==> config.mk <==
export PLATFORM = sky130hd
export DESIGN_NAME = link_latency_and_loss_window_top_flat
export DESIGN_NICKNAME = d
export VERILOG_FILES = /design/src/rtl/llw_pkg.sv /design/src/rtl/llw_req_if.sv /design/src/rtl/llw_res_if.sv /design/src/rtl/llw_ram.sv /design/src/rtl/llw_ctrl.sv /design/src/rtl/llw_datapath.sv /design/src/rtl/link_latency_and_loss_window_top.sv /design/src/flat_wrapper.sv
export SDC_FILE = /design/constraint.sdc
export NUM_CORES = 2
export LEC_CHECK = 0
export BUFFER_PORTS_ARGS = -buffer_cell sky130_fd_sc_hd__buf_4
export CAP_MARGIN = 20
export CORE_MARGIN = 5
export CORE_UTILIZATION = 65
export DETAILED_ROUTE_END_ITERATION = 8
export GPL_ROUTABILITY_DRIVEN = 0
export PLACE_DENSITY = 0.92
export RECOVER_POWER = 100
export SETUP_SLACK_MARGIN = 0.5
export SLEW_MARGIN = 25
export SYNTH_ARGS = -nofsm -noshare
export SYNTH_HDL_FRONTEND = slang
export SYNTH_SLANG_ARGS = --single-unit
==> constraint.sdc <==
create_clock -name clk -period 20.3 [get_ports clk]
set_input_delay 2.03 -clock clk [delete_from_list [all_inputs] [get_ports clk]]
set_output_delay 2.03 -clock clk [all_outputs]
set_load 0.01 [all_outputs]
==> src/rtl/llw_pkg.sv <==
`timescale 1ns / 1ps
package llw_pkg;

  // Default number of samples held in the window.
  localparam int WINDOW_DEPTH_DEFAULT = 64;
  // Reset value of the window length register in milliseconds.
  localparam logic [31:0] WINDOW_MS_RESET = 32'd10000;

  // Request codes.
  localparam logic REQ_ADD   = 1'b0;
  localparam logic REQ_CLEAR = 1'b1;

  // Register indexes.
  localparam logic REG_WINDOW_MS = 1'b0;

  // Number of quotient bits of the loss rate.
  localparam int RATE_W = 17;

  // Commands from the controller to the datapath.
  typedef struct packed {
    logic load;
    logic scan;
    logic finish;
    logic div_step;
    logic out_load;
  } llw_cmd_t;

  // Status from the datapath to the controller.
  typedef struct packed {
    logic scan_done;
    logic div_done;
    logic res_full;
  } llw_stat_t;

endpackage

==> src/rtl/llw_req_if.sv <==
`timescale 1ns / 1ps
interface llw_req_if;
  logic        valid;
  logic        ready;
  logic        req_type;
  logic [31:0] sender_time_ms;
  logic [31:0] local_time_ms;
  logic [15:0] frags_received;
  logic [15:0] frags_lost;

  modport source (
    output valid, req_type, sender_time_ms, local_time_ms, frags_received, frags_lost,
    input  ready
  );
  modport sink (
    input  valid, req_type, sender_time_ms, local_time_ms, frags_received, frags_lost,
    output ready
  );
endinterface

==> src/rtl/llw_res_if.sv <==
`timescale 1ns / 1ps
interface llw_res_if #(
  parameter int ENTRY_W = $clog2(llw_pkg::WINDOW_DEPTH_DEFAULT + 1)
);
  logic               valid;
  logic               ready;
  logic [31:0]        latency_ms;
  logic [16:0]        loss_rate_q16;
  logic               time_backwards;
  logic               no_fragments;
  logic               window_evicted;
  logic [ENTRY_W-1:0] window_entries;

  modport source (
    output valid, latency_ms, loss_rate_q16, time_backwards, no_fragments,
           window_evicted, window_entries,
    input  ready
  );
  modport sink (
    input  valid, latency_ms, loss_rate_q16, time_backwards, no_fragments,
           window_evicted, window_entries,
    output ready
  );
endinterface

==> src/rtl/llw_ram.sv <==
`timescale 1ns / 1ps
module llw_ram #(
  parameter int WIDTH = 64,
  parameter int DEPTH = 64
) (
  input  logic                     clk,
  input  logic                     we,
  input  logic [$clog2(DEPTH)-1:0] waddr,
  input  logic [WIDTH-1:0]         wdata,
  input  logic [$clog2(DEPTH)-1:0] raddr,
  output logic [WIDTH-1:0]         rdata
);

  logic [WIDTH-1:0] mem [DEPTH];

  // One write port and one registered read port.
  always_ff @(posedge clk) begin
    if (we) begin
      mem[waddr] <= wdata;
    end
    rdata <= mem[raddr];
  end

endmodule

==> src/rtl/llw_ctrl.sv <==
`timescale 1ns / 1ps
module llw_ctrl (
  input  logic              clk,
  input  logic              rst,
  input  logic              in_valid,
  input  logic              in_clear,
  output logic              in_ready,
  input  llw_pkg::llw_stat_t stat,
  output llw_pkg::llw_cmd_t  cmd
);
  import llw_pkg::*;

  typedef enum logic [2:0] {
    S_IDLE,
    S_SCAN,
    S_FINISH,
    S_DIV,
    S_OUT
  } state_t;

  state_t state;
  state_t state_next;

  // Next state and the command for the datapath.
  always_comb begin
    state_next = state;
    cmd        = '0;
    case (state)
      S_IDLE: begin
        if (in_valid) begin
          cmd.load   = 1'b1;
          state_next = in_clear ? S_OUT : S_SCAN;
        end
      end
      S_SCAN: begin
        cmd.scan = 1'b1;
        if (stat.scan_done) begin
          state_next = S_FINISH;
        end
      end
      S_FINISH: begin
        cmd.finish = 1'b1;
        state_next = S_DIV;
      end
      S_DIV: begin
        if (stat.div_done) begin
          state_next = S_OUT;
        end else begin
          cmd.div_step = 1'b1;
        end
      end
      S_OUT: begin
        if (!stat.res_full) begin
          cmd.out_load = 1'b1;
          state_next   = S_IDLE;
        end
      end
      default: begin
        state_next = S_IDLE;
      end
    endcase
  end

  // State register.
  always_ff @(posedge clk) begin
    if (rst) begin
      state <= S_IDLE;
    end else begin
      state <= state_next;
    end
  end

  assign in_ready = (state == S_IDLE);

endmodule

==> src/rtl/llw_datapath.sv <==
`timescale 1ns / 1ps
module llw_datapath #(
  parameter int WINDOW_DEPTH = llw_pkg::WINDOW_DEPTH_DEFAULT
) (
  input  logic                                clk,
  input  logic                                rst,
  input  llw_pkg::llw_cmd_t                   cmd,
  output llw_pkg::llw_stat_t                  stat,
  input  logic [31:0]                         window_ms,
  input  logic                                req_type,
  input  logic [31:0]                         sender_time_ms,
  input  logic [31:0]                         local_time_ms,
  input  logic [15:0]                         frags_received,
  input  logic [15:0]                         frags_lost,
  input  logic                                res_ready,
  output logic                                res_valid,
  output logic [31:0]                         latency_ms,
  output logic [16:0]                         loss_rate_q16,
  output logic                                time_backwards,
  output logic                                no_fragments,
  output logic                                window_evicted,
  output logic [$clog2(WINDOW_DEPTH+1)-1:0]   window_entries
);
  import llw_pkg::*;

  localparam int AW = $clog2(WINDOW_DEPTH);
  localparam int CW = $clog2(WINDOW_DEPTH + 1);
  localparam int SW = 16 + CW;
  localparam logic [CW:0]   DEPTH_W   = (CW+1)'(WINDOW_DEPTH);
  localparam logic [CW-1:0] DEPTH_C   = CW'(WINDOW_DEPTH);
  localparam logic [CW-1:0] LAST_C    = CW'(WINDOW_DEPTH - 1);
  localparam logic [4:0]    DIV_STEPS = 5'(RATE_W);

  // Logical window position to memory address, relative to the oldest entry.
  function automatic logic [AW-1:0] phys(input logic [AW-1:0] b, input logic [CW-1:0] idx);
    logic [CW:0] s;
    s = (CW+1)'(b) + (CW+1)'(idx);
    if (s >= DEPTH_W) begin
      s = s - DEPTH_W;
    end
    return s[AW-1:0];
  endfunction

  // Persistent state.
  logic [31:0]     prev_sender;
  logic [31:0]     prev_local;
  logic [31:0]     lat;
  logic [16:0]     rate;
  logic [CW-1:0]   count;
  logic [AW-1:0]   base;

  // Per-request working registers.
  logic [31:0]     t_lat;
  logic [15:0]     rcv_lat;
  logic [15:0]     lst_lat;
  logic            backwards;
  logic            nofrag;
  logic            evicted;
  logic [CW-1:0]   src;
  logic [CW-1:0]   dst;
  logic            pend;
  logic [SW-1:0]   sum_r;
  logic [SW-1:0]   sum_l;
  logic [15:0]     first_r;
  logic [15:0]     first_l;
  logic [SW:0]     den;
  logic [SW+1:0]   rem;
  logic [16:0]     quo;
  logic [4:0]      div_cnt;

  // Memory port signals.
  logic            ram_we;
  logic [AW-1:0]   ram_waddr;
  logic [63:0]     ram_wdata;
  logic [AW-1:0]   ram_raddr;
  logic [63:0]     ram_rdata;

  logic [31:0]     lat_next;
  logic            backwards_next;
  logic [31:0]     elapsed_snd;
  logic [31:0]     elapsed_loc;
  logic [33:0]     lat_sum;
  logic            keep;
  logic            evict;
  logic [CW-1:0]   cnt_eff;
  logic [AW-1:0]   base_eff;
  logic [SW-1:0]   sr_fin;
  logic [SW-1:0]   sl_fin;
  logic [SW+1:0]   rem_sh;
  logic            qbit;

  // Latency update from the new report.
  always_comb begin
    elapsed_snd    = sender_time_ms - prev_sender;
    elapsed_loc    = local_time_ms - prev_local;
    lat_sum        = {2'b00, lat} + {2'b00, elapsed_loc} - {2'b00, elapsed_snd};
    lat_next       = lat;
    backwards_next = 1'b0;
    if (prev_sender != 32'd0) begin
      if (sender_time_ms >= prev_sender) begin
        if (lat_sum[33]) begin
          lat_next = 32'd0;
        end else if (lat_sum[32]) begin
          lat_next = 32'hFFFF_FFFF;
        end else begin
          lat_next = lat_sum[31:0];
        end
      end else begin
        backwards_next = 1'b1;
      end
    end
  end

  // Expiry test on the entry read back this cycle.
  assign keep = !((t_lat >= window_ms) && (ram_rdata[63:32] < (t_lat - window_ms)));

  // End of the scan: eviction of a full window and the new sample.
  always_comb begin
    evict    = (dst == DEPTH_C);
    cnt_eff  = evict ? LAST_C : dst;
    base_eff = evict ? phys(base, CW'(1)) : base;
    sr_fin   = sum_r - (evict ? SW'(first_r) : SW'(0)) + SW'(rcv_lat);
    sl_fin   = sum_l - (evict ? SW'(first_l) : SW'(0)) + SW'(lst_lat);
  end

  // Memory address and write selection.
  always_comb begin
    ram_raddr = phys(base, src);
    ram_we    = 1'b0;
    ram_waddr = phys(base, dst);
    ram_wdata = ram_rdata;
    if (cmd.scan && pend && keep) begin
      ram_we = 1'b1;
    end else if (cmd.finish) begin
      ram_we    = 1'b1;
      ram_waddr = phys(base_eff, cnt_eff);
      ram_wdata = {t_lat, lst_lat, rcv_lat};
    end
  end

  // One restoring division step.
  always_comb begin
    rem_sh = (div_cnt == 5'd0) ? rem : {rem[SW:0], 1'b0};
    qbit   = (rem_sh >= (SW+2)'(den));
  end

  llw_ram #(
    .WIDTH(64),
    .DEPTH(WINDOW_DEPTH)
  ) u_ram (
    .clk  (clk),
    .we   (ram_we),
    .waddr(ram_waddr),
    .wdata(ram_wdata),
    .raddr(ram_raddr),
    .rdata(ram_rdata)
  );

  // Control state of the window and the estimates.
  always_ff @(posedge clk) begin
    if (rst) begin
      prev_sender <= 32'd0;
      prev_local  <= 32'd0;
      lat         <= 32'd0;
      rate        <= 17'd0;
      count       <= '0;
      base        <= '0;
      res_valid   <= 1'b0;
    end else begin
      if (cmd.load) begin
        if (req_type == REQ_CLEAR) begin
          prev_sender <= 32'd0;
          prev_local  <= 32'd0;
          lat         <= 32'd0;
          rate        <= 17'd0;
          count       <= '0;
          base        <= '0;
        end else begin
          prev_sender <= sender_time_ms;
          prev_local  <= local_time_ms;
          lat         <= lat_next;
        end
      end
      if (cmd.finish) begin
        count <= cnt_eff + CW'(1);
        base  <= base_eff;
      end
      if (cmd.out_load) begin
        if (!nofrag) begin
          rate <= quo;
        end
        res_valid <= 1'b1;
      end else if (res_ready) begin
        res_valid <= 1'b0;
      end
    end
  end

  // Working registers of the current request and the result register.
  always_ff @(posedge clk) begin
    if (cmd.load) begin
      t_lat     <= sender_time_ms;
      rcv_lat   <= frags_received;
      lst_lat   <= frags_lost;
      backwards <= (req_type == REQ_CLEAR) ? 1'b0 : backwards_next;
      nofrag    <= 1'b0;
      evicted   <= 1'b0;
      src       <= '0;
      dst       <= '0;
      pend      <= 1'b0;
      sum_r     <= '0;
      sum_l     <= '0;
      quo       <= '0;
    end
    if (cmd.scan) begin
      pend <= (src != count);
      if (src != count) begin
        src <= src + CW'(1);
      end
      if (pend && keep) begin
        dst   <= dst + CW'(1);
        sum_r <= sum_r + SW'(ram_rdata[15:0]);
        sum_l <= sum_l + SW'(ram_rdata[31:16]);
        if (dst == '0) begin
          first_r <= ram_rdata[15:0];
          first_l <= ram_rdata[31:16];
        end
      end
    end
    if (cmd.finish) begin
      evicted <= evict;
      nofrag  <= (sr_fin == '0);
      den     <= (SW+1)'(sr_fin) + (SW+1)'(sl_fin);
      rem     <= (SW+2)'(sl_fin);
      div_cnt <= 5'd0;
    end
    if (cmd.div_step) begin
      rem     <= qbit ? (rem_sh - (SW+2)'(den)) : rem_sh;
      quo     <= {quo[15:0], qbit};
      div_cnt <= div_cnt + 5'd1;
    end
    if (cmd.out_load) begin
      latency_ms     <= lat;
      loss_rate_q16  <= nofrag ? rate : quo;
      time_backwards <= backwards;
      no_fragments   <= nofrag;
      window_evicted <= evicted;
      window_entries <= count;
    end
  end

  assign stat.scan_done = (src == count) && !pend;
  assign stat.div_done  = (div_cnt == DIV_STEPS);
  assign stat.res_full  = res_valid;

endmodule

==> src/rtl/link_latency_and_loss_window_top.sv <==
`timescale 1ns / 1ps
// Link latency and loss window estimator.
// Requests arrive on the req channel (valid/ready); a transaction is taken at
// a clock edge where both are high. An add request updates the latency estimate
// and stores its fragment counts in a window of WINDOW_DEPTH samples; a clear
// request empties all state and returns a result of all zeros.
// Every request gives exactly one transaction on the res channel.
// For an add request the window memory is scanned one entry a cycle through its
// single read port, then a 17-step serial divider forms the Q1.16 loss rate.
// A clear request skips the scan and the division and goes to the output state.
// The result register parts the two channels: a new request is taken while a
// result still waits, and a stalled receiver holds the block only when the
// next result is ready to leave.
// The window_ms register is written over the APB port at address 0 and keeps
// its value across clear requests. After reset the window is empty, all
// estimates are zero and window_ms is 10000.
module link_latency_and_loss_window_top #(
  parameter int WINDOW_DEPTH = llw_pkg::WINDOW_DEPTH_DEFAULT
) (
  input  logic        clk,
  input  logic        rst,
  llw_req_if.sink     req,
  llw_res_if.source   res,
  input  logic        psel,
  input  logic        penable,
  input  logic        pwrite,
  input  logic [2:0]  paddr,
  input  logic [31:0] pwdata,
  output logic [31:0] prdata,
  output logic        pready
);
  import llw_pkg::*;

  logic [31:0] window_ms;
  llw_cmd_t    cmd;
  llw_stat_t   stat;
  logic        res_valid;

  // Configuration register.
  always_ff @(posedge clk) begin
    if (rst) begin
      window_ms <= WINDOW_MS_RESET;
    end else if (psel && penable && pwrite && (paddr[2] == REG_WINDOW_MS)) begin
      window_ms <= pwdata;
    end
  end

  assign pready = 1'b1;
  assign prdata = (paddr[2] == REG_WINDOW_MS) ? window_ms : 32'd0;

  llw_ctrl u_ctrl (
    .clk     (clk),
    .rst     (rst),
    .in_valid(req.valid),
    .in_clear(req.req_type == REQ_CLEAR),
    .in_ready(req.ready),
    .stat    (stat),
    .cmd     (cmd)
  );

  llw_datapath #(
    .WINDOW_DEPTH(WINDOW_DEPTH)
  ) u_dp (
    .clk           (clk),
    .rst           (rst),
    .cmd           (cmd),
    .stat          (stat),
    .window_ms     (window_ms),
    .req_type      (req.req_type),
    .sender_time_ms(req.sender_time_ms),
    .local_time_ms (req.local_time_ms),
    .frags_received(req.frags_received),
    .frags_lost    (req.frags_lost),
    .res_ready     (res.ready),
    .res_valid     (res_valid),
    .latency_ms    (res.latency_ms),
    .loss_rate_q16 (res.loss_rate_q16),
    .time_backwards(res.time_backwards),
    .no_fragments  (res.no_fragments),
    .window_evicted(res.window_evicted),
    .window_entries(res.window_entries)
  );

  assign res.valid = res_valid;

endmodule

==> src/flat_wrapper.sv <==
// flat-port wrapper written by rule: the top's interface ports become plain ports
module link_latency_and_loss_window_top_flat import llw_pkg::*;
#(
  parameter int WINDOW_DEPTH = llw_pkg::WINDOW_DEPTH_DEFAULT
)
  (clk, rst, psel, penable, pwrite, paddr, pwdata, prdata, pready, req_valid, req_req_type, req_sender_time_ms, req_local_time_ms, req_frags_received, req_frags_lost, req_ready, res_valid, res_latency_ms, res_loss_rate_q16, res_time_backwards, res_no_fragments, res_window_evicted, res_window_entries, res_ready);
  llw_req_if req_i ();
  llw_res_if res_i ();
  input  logic clk;
  input  logic rst;
  input  logic psel;
  input  logic penable;
  input  logic pwrite;
  input  logic [2:0] paddr;
  input  logic [31:0] pwdata;
  output logic [31:0] prdata;
  output logic pready;
  input wire logic [$bits(req_i.valid)-1:0] req_valid;
  input wire logic [$bits(req_i.req_type)-1:0] req_req_type;
  input wire logic [$bits(req_i.sender_time_ms)-1:0] req_sender_time_ms;
  input wire logic [$bits(req_i.local_time_ms)-1:0] req_local_time_ms;
  input wire logic [$bits(req_i.frags_received)-1:0] req_frags_received;
  input wire logic [$bits(req_i.frags_lost)-1:0] req_frags_lost;
  output wire logic [$bits(req_i.ready)-1:0] req_ready;
  output wire logic [$bits(res_i.valid)-1:0] res_valid;
  output wire logic [$bits(res_i.latency_ms)-1:0] res_latency_ms;
  output wire logic [$bits(res_i.loss_rate_q16)-1:0] res_loss_rate_q16;
  output wire logic [$bits(res_i.time_backwards)-1:0] res_time_backwards;
  output wire logic [$bits(res_i.no_fragments)-1:0] res_no_fragments;
  output wire logic [$bits(res_i.window_evicted)-1:0] res_window_evicted;
  output wire logic [$bits(res_i.window_entries)-1:0] res_window_entries;
  input wire logic [$bits(res_i.ready)-1:0] res_ready;
  assign req_i.valid = req_valid;
  assign req_i.req_type = req_req_type;
  assign req_i.sender_time_ms = req_sender_time_ms;
  assign req_i.local_time_ms = req_local_time_ms;
  assign req_i.frags_received = req_frags_received;
  assign req_i.frags_lost = req_frags_lost;
  assign req_ready = req_i.ready;
  assign res_valid = res_i.valid;
  assign res_latency_ms = res_i.latency_ms;
  assign res_loss_rate_q16 = res_i.loss_rate_q16;
  assign res_time_backwards = res_i.time_backwards;
  assign res_no_fragments = res_i.no_fragments;
  assign res_window_evicted = res_i.window_evicted;
  assign res_window_entries = res_i.window_entries;
  assign res_i.ready = res_ready;
  link_latency_and_loss_window_top #(.WINDOW_DEPTH(WINDOW_DEPTH)) u_core (.clk(clk), .rst(rst), .req(req_i), .res(res_i), .psel(psel), .penable(penable), .pwrite(pwrite), .paddr(paddr), .pwdata(pwdata), .prdata(prdata), .pready(pready));
endmodule
==> results.txt, run 1 <==
----------------------------------------------------
[Status]
  Outcome ... aborted with a tool error
  Last stage reached ... global routing
  Error that ended the run ... [ERROR GRT-0116] Global routing finished with congestion. Check the congestion regions in the DRC Viewer.

[Floorplan]
  Vert. Die Dim ... 550 um
  Top-level port count ... 233
  Std-Cell Rows ... roughly 200
  Horizontal extent of the die ... 550 um
  Starting density of the core ... about two thirds

[Placed design]
  IO buf count ... 229
  Placement Cell Area ... a little under 0.2 sq mm
  DPL Wire Length ... between 300 and 400 mm

[GRT]
  Largest net degree at the start of global routing ... about 150
  Overall global routing resource usage ... between 50% and 60%
  Residual overflow from global routing ... ~170
  Wire length of the first global-routing pass ... 1150 mm
  Via count of the first global-routing pass ... 132k

[CTS]
  Hold_buf cts ... 0
  Sinks on Clock Net ... 4612
  Post-CTS setup-driven buffer insertion count ... 0
  Number of gates given a new drive strength after cts ... 0
  CTS Buf Count ... around 430
  Bufs on Longest Clock Path ... 4
  Root buffer cell ... sky130_fd_sc_hd__clkbuf_16
  H-tree depth ... 5

[Logic synthesis]
  Post-synthesis average cell area ... 19.1 sq um
  Flip-flop and latch count after synthesis ... 4612
  Post-Syn Instances ... 9916
  Unique cell type count in the Yosys netlist ... 94
  Number of flops mapped to enable cells by yosys ... approximately 4.3k
  Fraction of the yosys area taken by sequential cells ... a little under three quarters
  Most used DFF post-synth ... sky130_fd_sc_hd__edfxtp_1
  Syn nets ... around 10k
  Share of flip-flops with an asynchronous set or reset after synthesis ... 0%
  Combined area of all synthesized cells ... 0.190 sq mm
  Number of warnings issued by yosys ... 0

----------------------------------------------------
-- cells in the mapped netlist, types with 23 or more instances --
cell type	n	share of area, %
sky130_fd_sc_hd__a21o_1	108	0.43
sky130_fd_sc_hd__o31ai_1	23	0.091
sky130_fd_sc_hd__and2_1	61	0.20
sky130_fd_sc_hd__clkbuf_1	314	0.62
sky130_fd_sc_hd__mux4_2	1280	15
sky130_fd_sc_hd__ha_1	317	2.1
sky130_fd_sc_hd__a211oi_1	93	0.37
sky130_fd_sc_hd__a22oi_1	26	0.10
sky130_fd_sc_hd__nand2b_1	35	0.12
sky130_fd_sc_hd__mux2_2	40	0.24
sky130_fd_sc_hd__nand3_1	102	0.27
sky130_fd_sc_hd__buf_1	114	0.23
sky130_fd_sc_hd__nor2b_1	92	0.30
sky130_fd_sc_hd__nand3b_1	64	0.25
sky130_fd_sc_hd__nand4_1	29	0.096
sky130_fd_sc_hd__and3_1	30	0.099
sky130_fd_sc_hd__buf_2	25	0.066
sky130_fd_sc_hd__inv_1	378	0.75
sky130_fd_sc_hd__fa_1	74	0.78
sky130_fd_sc_hd__nor3_1	39	0.10
sky130_fd_sc_hd__nand2_1	464	0.92
sky130_fd_sc_hd__o21a_1	33	0.13
sky130_fd_sc_hd__mux2i_1	75	0.40
sky130_fd_sc_hd__o21ai_0	248	0.65
sky130_fd_sc_hd__dfxtp_1	286	3.0
sky130_fd_sc_hd__a21oi_1	408	1.1
sky130_fd_sc_hd__nor2_1	296	0.59
sky130_fd_sc_hd__xnor2_1	154	0.71
sky130_fd_sc_hd__edfxtp_1	4326	68
sky130_fd_sc_hd__xor2_1	94	0.43
sky130_fd_sc_hd__o21bai_1	27	0.11
-- metal layers --
layer  global-route usage, %  GRT overflow
met5                    18.7             1
met4                    44.6            73
met3                    42.1             7
met2                    74.4            78
met1                    59.2             7
-- per-stage QoR --
| step | setup slack [ns] | std cells | utilization (%) |
|---|---|---|---|
| after CTS | 9.87 | 14600 | 73.0 |
| after detailed placement | 10.53 | 13800 | 68.0 |
| after global placement | 11.29 | 13800 | 67.9 |
| after floorplan | 11.02 | 9916 | - |
-- cells by family after synthesis --
kind of cell | after synthesis | share of synthesized area [%]
DFF | 4612 | 71.5
AOI/OAI and AO/OA | 1131 | 3.68
muxes | 1396 | 15.8
buffers and inverters | 833 | 1.67
and+or+nand+nor | 1301 | 3.29
xor gates and xnor gates | 251 | 1.17
other | 1 | 0.00198
adders and majority gates | 391 | 2.87
==> inputs of run 2 (changes only) <==
- CORE_UTILIZATION: 65 -> 40
- PLACE_DENSITY: 0.92 -> not set
- PLACE_DENSITY_LB_ADDON: not set -> 0.15
- SETUP_SLACK_MARGIN: 0.5 -> not set
==> results.txt, run 2 <==
----------------------------------------------------
[Drt]
  Total via count in the routed design ... between 100k and 150k
  Remaining routing DRC violations ... 0
  Number of vias per cell after detailed routing ... 5.86
  Length of the first detailed-routing pass in iterations ... 8
  Antenna-violating nets left ... 0
  WL final ... around 560 mm
  Starting DRC count in detailed routing ... ~11k
  WL per Instance ... roughly 33 um

[Min path]
  Worst hold-check path type ... reg -> reg
  Terminating pin of the worst hold path ... u_core.u_dp.time_backwards
  Cell count of the worst hold path ... 0
  Hold Crit Start ... u_core.u_dp.backwards

[CTS]
  Post-CTS setup-driven buffer insertion count ... 0
  CTS Buf Count ... between 400 and 500
  TritonCTS clock tree ... yes
  Reg clk slew, reported paths ... around 0.060 ns
  Number of gates given a new drive strength after cts ... 0
  Root buffer cell ... sky130_fd_sc_hd__clkbuf_16
  H-tree depth ... 5
  Clock insertion delay at the later pin of the skew report ... just over 1 ns
  Bufs on Longest Clock Path ... 4
  Hold_buf cts ... 0
  Sinks on Clock Net ... 4612

[Floorplan]
  Vert. Die Dim ... ~700 um
  Area of the core region ... ~0.47 sq mm
  Area of the die ... ~0.49 sq mm
  Horizontal extent of the die ... 699 um
  Top-level port count ... between 200 and 250
  Starting density of the core ... approximately 40%
  Std-Cell Rows ... roughly 250

[Logic synthesis]
  Syn nets ... 10.4k
  Combined area of all synthesized cells ... roughly 0.19 sq mm
  Number of flops mapped to enable cells by yosys ... ~4.3k
  Xor and xnor area share after synthesis ... between 1 and 1.5%
  Complex-gate fraction of the synthesized area ... 3.68%
  Most numerous cell types in the synthesized netlist ... 4326 x sky130_fd_sc_hd__edfxtp_1, 1280 x sky130_fd_sc_hd__mux4_2, 464 x sky130_fd_sc_hd__nand2_1
  Number of warnings issued by yosys ... 0
  Post-synthesis average cell area ... ~19 sq um
  Cell types with the largest area share after synthesis ... sky130_fd_sc_hd__edfxtp_1 68%, sky130_fd_sc_hd__mux4_2 15%, sky130_fd_sc_hd__dfxtp_1 3.0%
  Largest area contributor in the netlist ... sky130_fd_sc_hd__edfxtp_1
  Flip-flop and latch count after synthesis ... between 4k and 5k
  Yosys top cell area share ... about two thirds
  Library cell with the highest instance count after synthesis ... sky130_fd_sc_hd__edfxtp_1
  Post-Syn Instances ... just under 10k
  Dominant combinational cell family by area after synthesis ... multiplexers
  Most used DFF post-synth ... sky130_fd_sc_hd__edfxtp_1
  Unique cell type count in the Yosys netlist ... 94
  Share of flip-flops with an asynchronous set or reset after synthesis ... 0%
  Post-synthesis mux area share ... roughly 16%
  Synthesized-area fraction occupied by adder cells ... around 2.9%
  Share of synthesized cell area in and, or, nand and nor gates ... about 3.3%
  Fraction of the yosys area taken by sequential cells ... 71.5%

[STA]
  Slew @ Worst Pin ... ~7.3 ns
  Count of pins over their slew limit ... ~9.9k
  Post-Route Setup TNS ... 0 ns
  Skew final ... ~0.070 ns
  Slew margin rel. ... -388%
  Max Freq ... 68.3 MHz
  Crit share post-route ... between 70% and 80%
  RSZ-0062 raised after global routing ... false
  Hold Violations, Final ... 0
  WHS ... roughly 0.43 ns
  Final critical path time including I/O delays and setup ... 14.63 ns
  Setup violators final ... 0

[GRT]
  Overall global routing resource usage ... between 20% and 30%
  Residual overflow from global routing ... 0
  Largest net degree at the start of global routing ... roughly 130
  Initial antenna violation count ... 44
  Wire length of the first global-routing pass ... between 700 and 800 mm
  Via count of the first global-routing pass ... roughly 100k

[Cells and area]
  Area Overhead vs Synth ... 13.0%
  Most frequent cells in the layout ... 4326 x sky130_fd_sc_hd__edfxtp_1, 1280 x sky130_fd_sc_hd__mux4_2, 480 x sky130_fd_sc_hd__clkbuf_16
  Registers with the highest flip-flop counts ... u_core.u_dp.u_ram.mem (4096), u_core.u_dp.u_ram.rdata (64)
  Register with the most flip-flops ... u_core.u_dp.u_ram.mem
  Cell Count, Final, Fillers Out ... roughly 17k
  Leading cell type in the layout, fill and taps excluded ... sky130_fd_sc_hd__edfxtp_1
  Share of final-layout standard cells stronger than drive strength 1 ... 20.7%
  Post-route cell area ... roughly 0.21 sq mm
  # nets final ... between 10k and 15k
  Flip-flop count of the largest register, all copies and words added ... slightly above 4k

[Pwr]
  Max VDD drop ... ~0.17 mV
  Leakage component of the power ... slightly below 70 nW
  Total power per unit cell area ... about 140 mW/mm^2

[Placed design]
  Count of placed standard cells including taps ... approximately 16k
  Placement Cell Area ... 0.201 sq mm
  DPL Wire Length ... between 300 and 400 mm
  IO buf count ... between 200 and 250

[Critical path]
  R2R depth ... 27
  Setup slack, reg-to-reg ... between 5 and 6 ns
  Worst Path Class, Setup ... reg -> reg
  Startpoint of the most critical register-to-register path ... u_core.window_ms[1]
  Critical path fanouts, max ... 27
  Element type at the critical path start ... flip-flop
  CP arrival ... 15.17 ns
  Worst Setup End Kind ... flip-flop
  Data required, critical path ... approximately 21 ns
  Reg2reg end ... u_core.u_dp.u_ram.mem[18][38]

[Status]
  Violated checks ... capacitance limit, slew limit
  Outcome ... finished, violations left

[Flow run]
  Maxcap violations ... around 270

----------------------------------------------------
## run 2: logic make-up (layout without fill, tap and decap cells)
family	Yosys count	count (layout)
buf+inv	833	1790
fa+ha+maj	391	391
mux	1396	1396
compound gates	1131	1131
other cells	1	31
xor+xnor	251	251
simple gates	1301	1301
flops	4612	4612
## run 2: per-stage QoR
stage	utilization, %	setup slack (ns)	power (mW)
global route	45.2	5.26	32.6
CTS	45.7	10.72	31.3
global placement	42.4	10.80	22.2
floorplan	-	11.02	19.5
finish	45.2	5.67	31.1
detailed placement	42.4	10.73	22.6
## run 2: layer usage
layer | share of wire [%] | track usage (%)
met5 | 0.016 | 0
met3 | 7.9 | 3.84
met1 | 42 | 32.0
met2 | 47 | 36.1
met4 | 2.8 | 5.57
## run 2: final cells by class
cell class / instances / area (sq um)
Clock buffer: 624 / 13000
Fill cell: 40400 / 260000
Tap cell: 6247 / 7820
Sequential cell: 4612 / 136000
Inverter: 379 / 1430
Timing Repair Buffer: 517 / 2700
Clock inverter: 270 / 2530
Multi-Input combinational cell: 4471 / 51200
Antenna cell: 30 / 75.1
## run 2: worst max path at each step
stage	start	cells past startpoint	slack, ns	end
2_1_floorplan	u_core.window_ms[1]	24	11.02	u_core.u_dp.u_ram.mem[34][0]
3_3_place_gp	u_core.window_ms[1]	27	10.80	u_core.u_dp.u_ram.mem[30][24]
3_5_place_dp	u_core.window_ms[1]	27	10.73	u_core.u_dp.u_ram.mem[30][24]
4_1_cts	u_core.window_ms[1]	27	10.72	u_core.u_dp.u_ram.mem[30][24]
5_1_grt	u_core.window_ms[1]	27	5.26	u_core.u_dp.u_ram.mem[26][40]
6_report	u_core.window_ms[1]	27	5.67	u_core.u_dp.u_ram.mem[18][38]
## run 2: power by group
part	internal [mW]	switching [mW]
sequential	13.0	0.316
clock	4.99	3.70
combinational	3.35	5.77
total	21.3	9.78
## run 2: worst max-delay path, cell delays in order, from the launching register on
cell and delay [ns]:
sky130_fd_sc_hd__dfxtp_1 0.39, sky130_fd_sc_hd__inv_1 0.09, sky130_fd_sc_hd__ha_1 0.31, sky130_fd_sc_hd__nor2b_1 0.15
sky130_fd_sc_hd__o31a_1 0.27, sky130_fd_sc_hd__o41ai_1 0.42, sky130_fd_sc_hd__o21ai_0 0.29, sky130_fd_sc_hd__a21oi_1 0.34
sky130_fd_sc_hd__o21ai_0 0.22, sky130_fd_sc_hd__a31o_2 0.31, sky130_fd_sc_hd__a31o_2 0.22, sky130_fd_sc_hd__a21oi_1 0.18
sky130_fd_sc_hd__xor2_1 0.10, sky130_fd_sc_hd__ha_1 0.30, sky130_fd_sc_hd__a21oi_1 0.07, sky130_fd_sc_hd__o21ai_0 0.24
sky130_fd_sc_hd__o21ai_0 0.13, sky130_fd_sc_hd__o211a_1 0.23, sky130_fd_sc_hd__o32a_1 0.17, sky130_fd_sc_hd__o21ai_0 0.16
sky130_fd_sc_hd__clkbuf_1 0.64, sky130_fd_sc_hd__and2_0 0.38, sky130_fd_sc_hd__clkbuf_1 0.79, sky130_fd_sc_hd__a22o_1 0.62
sky130_fd_sc_hd__nand2_1 0.33, sky130_fd_sc_hd__nor2_1 2.29, sky130_fd_sc_hd__clkbuf_1 2.58, sky130_fd_sc_hd__clkbuf_1 1.88
Power figures use the tool's default switching activity.
